[src/rtl/rhs_pkg.sv]
// Shared constants and types of the RGB half-scale downsampler.
`default_nettype none
package rhs_pkg;

  localparam int PIX_W      = 8;    // one color channel
  localparam int PSUM_W     = PIX_W + 1;  // sum of two channel values
  localparam int BSUM_W     = PIX_W + 2;  // sum of four channel values
  localparam int OUT_POS_W  = 10;   // output column and row fields
  localparam int CFG_DIM_W  = 12;   // frame_width and frame_height registers

  localparam int MAX_WIDTH_DEF  = 2048;
  localparam int MAX_HEIGHT_DEF = 2048;

  localparam int APB_ADDR_W = 3;
  localparam int APB_DATA_W = 32;
  localparam int REG_IDX_W  = 1;

  localparam logic [REG_IDX_W-1:0] REG_FRAME_WIDTH  = 1'd0;
  localparam logic [REG_IDX_W-1:0] REG_FRAME_HEIGHT = 1'd1;

  localparam logic [CFG_DIM_W-1:0] FRAME_WIDTH_RST  = 12'd640;
  localparam logic [CFG_DIM_W-1:0] FRAME_HEIGHT_RST = 12'd480;

  typedef struct packed {
    logic [PIX_W-1:0] r;
    logic [PIX_W-1:0] g;
    logic [PIX_W-1:0] b;
  } rgb_t;

  typedef struct packed {
    logic [PSUM_W-1:0] r;
    logic [PSUM_W-1:0] g;
    logic [PSUM_W-1:0] b;
  } pair_sum_t;

endpackage
`default_nettype wire

[src/rtl/rhs_apb_regs.sv]
// APB register block: frame size registers, clamping and frame restart pulse.
`default_nettype none
module rhs_apb_regs import rhs_pkg::*; #(
  parameter int MAX_WIDTH  = MAX_WIDTH_DEF,
  parameter int MAX_HEIGHT = MAX_HEIGHT_DEF,
  localparam int WDIM_W = $clog2(MAX_WIDTH + 1),
  localparam int HDIM_W = $clog2(MAX_HEIGHT + 1)
) (
  input  wire logic                  clk,
  input  wire logic                  rst_n,
  input  wire logic                  psel,
  input  wire logic                  penable,
  input  wire logic                  pwrite,
  input  wire logic [APB_ADDR_W-1:0] paddr,
  input  wire logic [APB_DATA_W-1:0] pwdata,
  output logic      [APB_DATA_W-1:0] prdata,
  output logic                       pready,
  output logic      [WDIM_W-1:0]     frame_w,
  output logic      [HDIM_W-1:0]     frame_h,
  output logic                       restart
);

  localparam int WX_W = (WDIM_W > CFG_DIM_W) ? WDIM_W : CFG_DIM_W;
  localparam int HX_W = (HDIM_W > CFG_DIM_W) ? HDIM_W : CFG_DIM_W;

  logic [CFG_DIM_W-1:0] frame_width_r;
  logic [CFG_DIM_W-1:0] frame_height_r;
  logic [REG_IDX_W-1:0] reg_idx;
  logic                 wr_en;
  logic [WX_W-1:0]      w_ext;
  logic [HX_W-1:0]      h_ext;

  assign pready  = 1'b1;
  assign reg_idx = paddr[APB_ADDR_W-1:2];
  assign wr_en   = psel & penable & pwrite;
  assign restart = wr_en;   // every register here restarts the frame

  always_ff @(posedge clk) begin
    if (!rst_n) begin
      frame_width_r  <= FRAME_WIDTH_RST;
      frame_height_r <= FRAME_HEIGHT_RST;
    end else if (wr_en) begin
      case (reg_idx)
        REG_FRAME_WIDTH:  frame_width_r  <= pwdata[CFG_DIM_W-1:0];
        REG_FRAME_HEIGHT: frame_height_r <= pwdata[CFG_DIM_W-1:0];
        default: ;
      endcase
    end
  end

  always_comb begin
    case (reg_idx)
      REG_FRAME_WIDTH:  prdata = APB_DATA_W'(frame_width_r);
      REG_FRAME_HEIGHT: prdata = APB_DATA_W'(frame_height_r);
      default:          prdata = '0;
    endcase
  end

  // clamp to 2..MAX
  always_comb begin
    w_ext = WX_W'(frame_width_r);
    h_ext = HX_W'(frame_height_r);
    if (w_ext < WX_W'(2))               frame_w = WDIM_W'(2);
    else if (w_ext > WX_W'(MAX_WIDTH))  frame_w = WDIM_W'(MAX_WIDTH);
    else                                frame_w = WDIM_W'(w_ext);
    if (h_ext < HX_W'(2))               frame_h = HDIM_W'(2);
    else if (h_ext > HX_W'(MAX_HEIGHT)) frame_h = HDIM_W'(MAX_HEIGHT);
    else                                frame_h = HDIM_W'(h_ext);
  end

endmodule
`default_nettype wire

[config.mk]
export PLATFORM = sky130hd
export DESIGN_NAME = rhs_apb_regs
export DESIGN_NICKNAME = d
export VERILOG_FILES = /design/src/rtl/rhs_pkg.sv /design/src/rtl/rhs_apb_regs.sv
export SDC_FILE = /design/constraint.sdc
export NUM_CORES = 1
export LEC_CHECK = 0
export BUFFER_PORTS_ARGS = -buffer_cell sky130_fd_sc_hd__clkbuf_2
export CAP_MARGIN = 20
export CORE_MARGIN = 3
export CORE_UTILIZATION = 41
export CTS_BUF_LIST = sky130_fd_sc_hd__clkbuf_4 sky130_fd_sc_hd__clkbuf_8 sky130_fd_sc_hd__clkbuf_16
export DETAILED_ROUTE_END_ITERATION = 10
export GPL_TIMING_DRIVEN = 0
export HOLD_SLACK_MARGIN = 0.06
export PLACE_DENSITY_LB_ADDON = 0.1
export REMOVE_ABC_BUFFERS = 1
export SLEW_MARGIN = 5
export SYNTH_ARGS = -nofsm -noshare
export SYNTH_HDL_FRONTEND = slang
export SYNTH_SLANG_ARGS = --single-unit
[constraint.sdc]
create_clock -name clk -period 1.2 [get_ports clk]
set_input_delay 0.24 -clock clk [delete_from_list [all_inputs] [get_ports clk]]
set_output_delay 0.24 -clock clk [all_outputs]
set_load 0.005 [all_outputs]
### Yosys cells after proc, flatten, opt, wreduce, memory -nomap -nowiden

Cells that the tools add are included.

| operators by class | value |
|---|---|
| order comparisons | 4 |
| mux-type cells | 5 |
| bitwise logic cells | 3 |
| reductions and logical operators | 2 |

Operators by type and width:

| operator | count |
|---|---|
| 32-bit case mux with 2 select lines | 1 |
| 12-bit two-way mux | 4 |
| 12-bit > comparator, second input constant | 2 |
| 12-bit by 2-bit < comparator with 1-bit output, second input constant | 2 |
| 2-bit AND reduction | 2 |
| 1-bit bitwise AND | 2 |
| 1-bit inverter | 1 |

| storage, ports and cells | value |
|---|---|
| bits in registers | 24 |
| input bits | 40 |
| output and inout port bits | 58 |
| logic and storage cells | 16 |

### Logic depth before layout (Yosys ltp)

| depth | value |
|---|---|
| depth after elaboration | 3 |
| depth in mapped cells | 5 |

### Least setup slack after synthesis

Ideal clock, no wire load.

| timing path | value |
|---|---|
| path type | flip-flop to output port |
| from | reg frame_width_r[5] |
| to | out frame_w[0] |
| data arrival time | 892 ps |
| data required time | 960 ps |
| path slack | 68 ps |
| stages on the path, launching flop included | 4 |
| path buffers | 0 |
| path through | dfxtp_1 -> nor4_1 -> nand3_1 -> o211a_1 |

| between the ends | value |
|---|---|
| longest elaborated chain between the ends | 3 |
| elaborated cells on any way between the ends | 4 |
| classes of those cells | 2 x order compare; 2 x mux |

RTL lines:

| what | RTL line | source |
|---|---|---|
| start: declaration | rhs_apb_regs.sv:26 | `logic [CFG_DIM_W-1:0] frame_width_r;` |
| start signal: assignment | rhs_apb_regs.sv:44 | `REG_FRAME_WIDTH: frame_width_r <= pwdata[CFG_DIM_W-1:0];` |
| 12-bit > comparator | rhs_apb_regs.sv:64 | `else if (w_ext > WX_W'(MAX_WIDTH)) frame_w = WDIM_W'(MAX_WIDTH);` |
| 12-bit two-way mux | rhs_apb_regs.sv:64 |  |
| 12-bit two-way mux (*) | rhs_apb_regs.sv:63 | `if (w_ext < WX_W'(2)) frame_w = WDIM_W'(2);` |
| end: declaration | rhs_apb_regs.sv:18 | `output logic [WDIM_W-1:0] frame_w,` |

Every way passes the cells marked *; elsewhere a longest branch is shown, timed or not.

### Worst setup path in the final report

| timing path | value |
|---|---|
| from | reg frame_width_r[8] |
| to | out frame_w[0] |

The elaborated chain is that of the path after synthesis.

==> key figures <==
Outcome
  – Status: complete, but fails checks
  – Failing checks: negative setup slack

STA
  – Worst-Margin Slew: just under 0.7 ns
  – Endpoints failing hold: 0
  – Final Max Slew Viols: 0
  – Skew final: 0 ns
  – Tcrit/Tclk final: 1.387
  – Setup slack after layout: -0.4650 ns
  – Final hold slack: roughly 0.14 ns
  – Peak Freq: 600.6 MHz
  – Finish-stage setup viols: 34
  – Period minus WS final: 1.665 ns
  – RSZ-0062 raised after global routing: yes
  – Slew headroom: 0.5375

Clocking
  – Cts bufs inserted: 3
  – CTS clk-pin slew, worst paths: approximately 0.12 ns
  – Clock latency on the worst-skew pair: about 0.31 ns
  – CTS tree: yes
  – Clock Path Buffers: 2
  – CTS Root Cell: clkbuf_4
  – H-tree depth: 1
  – Sinks on Clock Net: 24

Finish
  – Ant. Diodes: 0
  – Design area: ~1900 um^2
  – Non-filler instance count after layout: 270
  – Layout cells sized above 1: 0.5398
  – Number of nets in the layout: between 200 and 300
  – Synth-to-Final Area Change: 33.74%

Placed design
  – Port buffer count: 54
  – Post-DP HPWL: between 2 and 2.5 mm
  – Area after DPL: approximately 1600 um^2
  – Post-Place Setup Slack: -0.7836 ns
  – Placed insts: ~250
  – Final RePlAce weighted congestion: ~0.72

Synthesis
  – Most common cell in the netlist: dfxtp_1
  – Top post-synthesis cells by area: dfxtp_1, buf_4, mux2_2
  – Post-synth EDFFs: 0
  – Synth top area share: 0.3374
  – Synth cell types: 26
  – Fraction of registers with async set/reset: 0
  – Post-Syn Area: 1424 um^2
  – Mapped Cells: 170
  – Syn_area_per_cell: between 8 and 9 um^2
  – Yosys warnings: 0
  – FF+latch count, synth: 24
  – Cell accounting for the most synthesized area: dfxtp_1
  – Register area share after synthesis: 0.3374
  – Top_reg_cell synth: dfxtp_1
  – Top post-synthesis cells by count: dfxtp_1, buf_4, nand3_1, nand2_1, nor2b_1

Setup path
  – CP Class: reg2out
  – Worst-path maximum fanout: 2
  – Req. time, crit path: approximately 0.96 ns
  – Worst r2r src: frame_height_r[11]
  – Setup crit end kind: output port
  – Ordered list of cells on the worst path: nor4_2 > nand3_1 > o211a_1 > clkbuf_2
  – Critical path launch point type: flip-flop
  – CP max stage delay: between 0.3 and 0.4 ns
  – Worst setup path startpoint: frame_width_r[8]
  – CP top delay family: simple AND/OR/NAND/NOR gates
  – Crit path buf inv count: 1
  – Crit-path slowest cell: dfxtp_2
  – R2R setup slack: 0.38 ns
  – Arr. time, crit path: between 1 and 1.5 ns

Die
  – I/O pin total: 98
  – Rows: 20
  – Core Region: about 3200 um^2
  – Die H: 64.93 um
  – Initial Utilization: 0.4480
  – Die area: approximately 4200 um^2
  – Chip Width: ~65 um

Pwr
  – Pwr/cell area: about 750 nW/um^2
  – Leak: approximately 0.95 nW
  – Worst VDD drop: ~0.00032 V

Global routing
  – First-pass GRT wire length: roughly 5.7 mm
  – Vias in the first global route: 1146
  – Largest net degree at the start of global routing: 36
  – GRT overflow: 0
  – Initial antenna violation count: 0
  – Global Route Usage Sum: 0.1758

Job
  – Max-cap violations: 0

Routing
  – DRT antenna net count: 0
  – Via count: ~1300
  – WL/cell: between 10 and 15 um
  – DR iter-0 viols: 53
  – DRT Pass-1 Iters: 4
  – Vias/cell: roughly 5
  – DRC Markers: 0
  – Routed WL: between 3 and 4 mm

Worst hold path
  – Hold path startpoint: pwdata[2]
  – Min-Delay Path Class: in2reg
==> through the flow <==
stage                       util  power, mW  setup TNS [ns]
final                     0.5992      1.427          -4.685
after detailed placement  0.4969      1.058          -14.54
after CTS                 0.5598      1.434          -5.234
after global routing      0.5992      1.513          -7.221
after floorplan                -     0.9449               0
after global placement    0.4969      1.054          -13.97
==> cell usage in the layout (no fill, tap or decap), drive strengths merged, types with 6 or more instances in the layout <==
cell type / instances
clkbuf: 40
buf: 30
dfxtp: 24
conb: 21
nand3: 20
o21ai: 20
nand2: 19
nor2b: 18
mux2: 10
mux2i: 6
==> per-layer routing <==
layer | GRT usage | routed length [um] | part of all wire
met1 | 0.2261 | 1664 | 0.43
met2 | 0.2937 | 1834 | 0.48
met3 | 0.02426 | 275 | 0.072
met4 | 0.07124 | 51 | 0.013
met5 | 0 | 0 | 0
==> worst reg2reg max path: cells and delay by family, from the launching register on <==
kind	cells	cell delay, ns
AO/OA/AOI/OAI	1	0.10
AND/OR/NAND/NOR	1	0.06
flip-flops	1	0.42
buffers and inverters	1	0.15
==> flip-flops by register name (all words and copies together) (netlist names) <==
register and flops:
frame_height_r 12, frame_width_r 12
==> logic make-up after synthesis <==
family                 synth area share
and+or+nand+nor                  0.2531
buffers and inverters            0.1775
DFF                              0.3374
AOI/OAI and AO/OA                0.1055
muxes                            0.1213
other                          0.005274
==> layout make-up <==
cell class	instances	area [um^2]
Multi-Input combinational cell	129	873.3
Sequential cell	24	525.5
Inverter	3	11.26
Clock buffer	3	22.52
Timing Repair Buffer	67	416.7
Fill cell	313	1274
Tap cell	44	55.05
==> where the power goes <==
group          total, mW  switching [mW]  internal, mW
Sequential         0.824          0.0204         0.804
Combinational      0.259           0.140         0.119
Clock              0.344           0.227         0.117
==> path summary, 6_finish.rpt <==
| path | endpoint | cells after the start |
|---|---|---|
| worst min register to register | frame_width_r[1] | 2 |
| worst max register to register | frame_height_r[11] | 3 |
| worst max-delay path | frame_w[0] | 4 |
| worst min-delay path | frame_width_r[2] | 3 |
==> what timing repair did <==
action                                  CTS  global route
cloned                                    1             1
hold endpoints to repair                  0             0
pin swaps                                 9             2
endpoints found under the setup margin   49            37
hold buffers                              0             0
resized for setup                        42            37
setup buffers                            10             3
(Power assumes the default switching activity.)
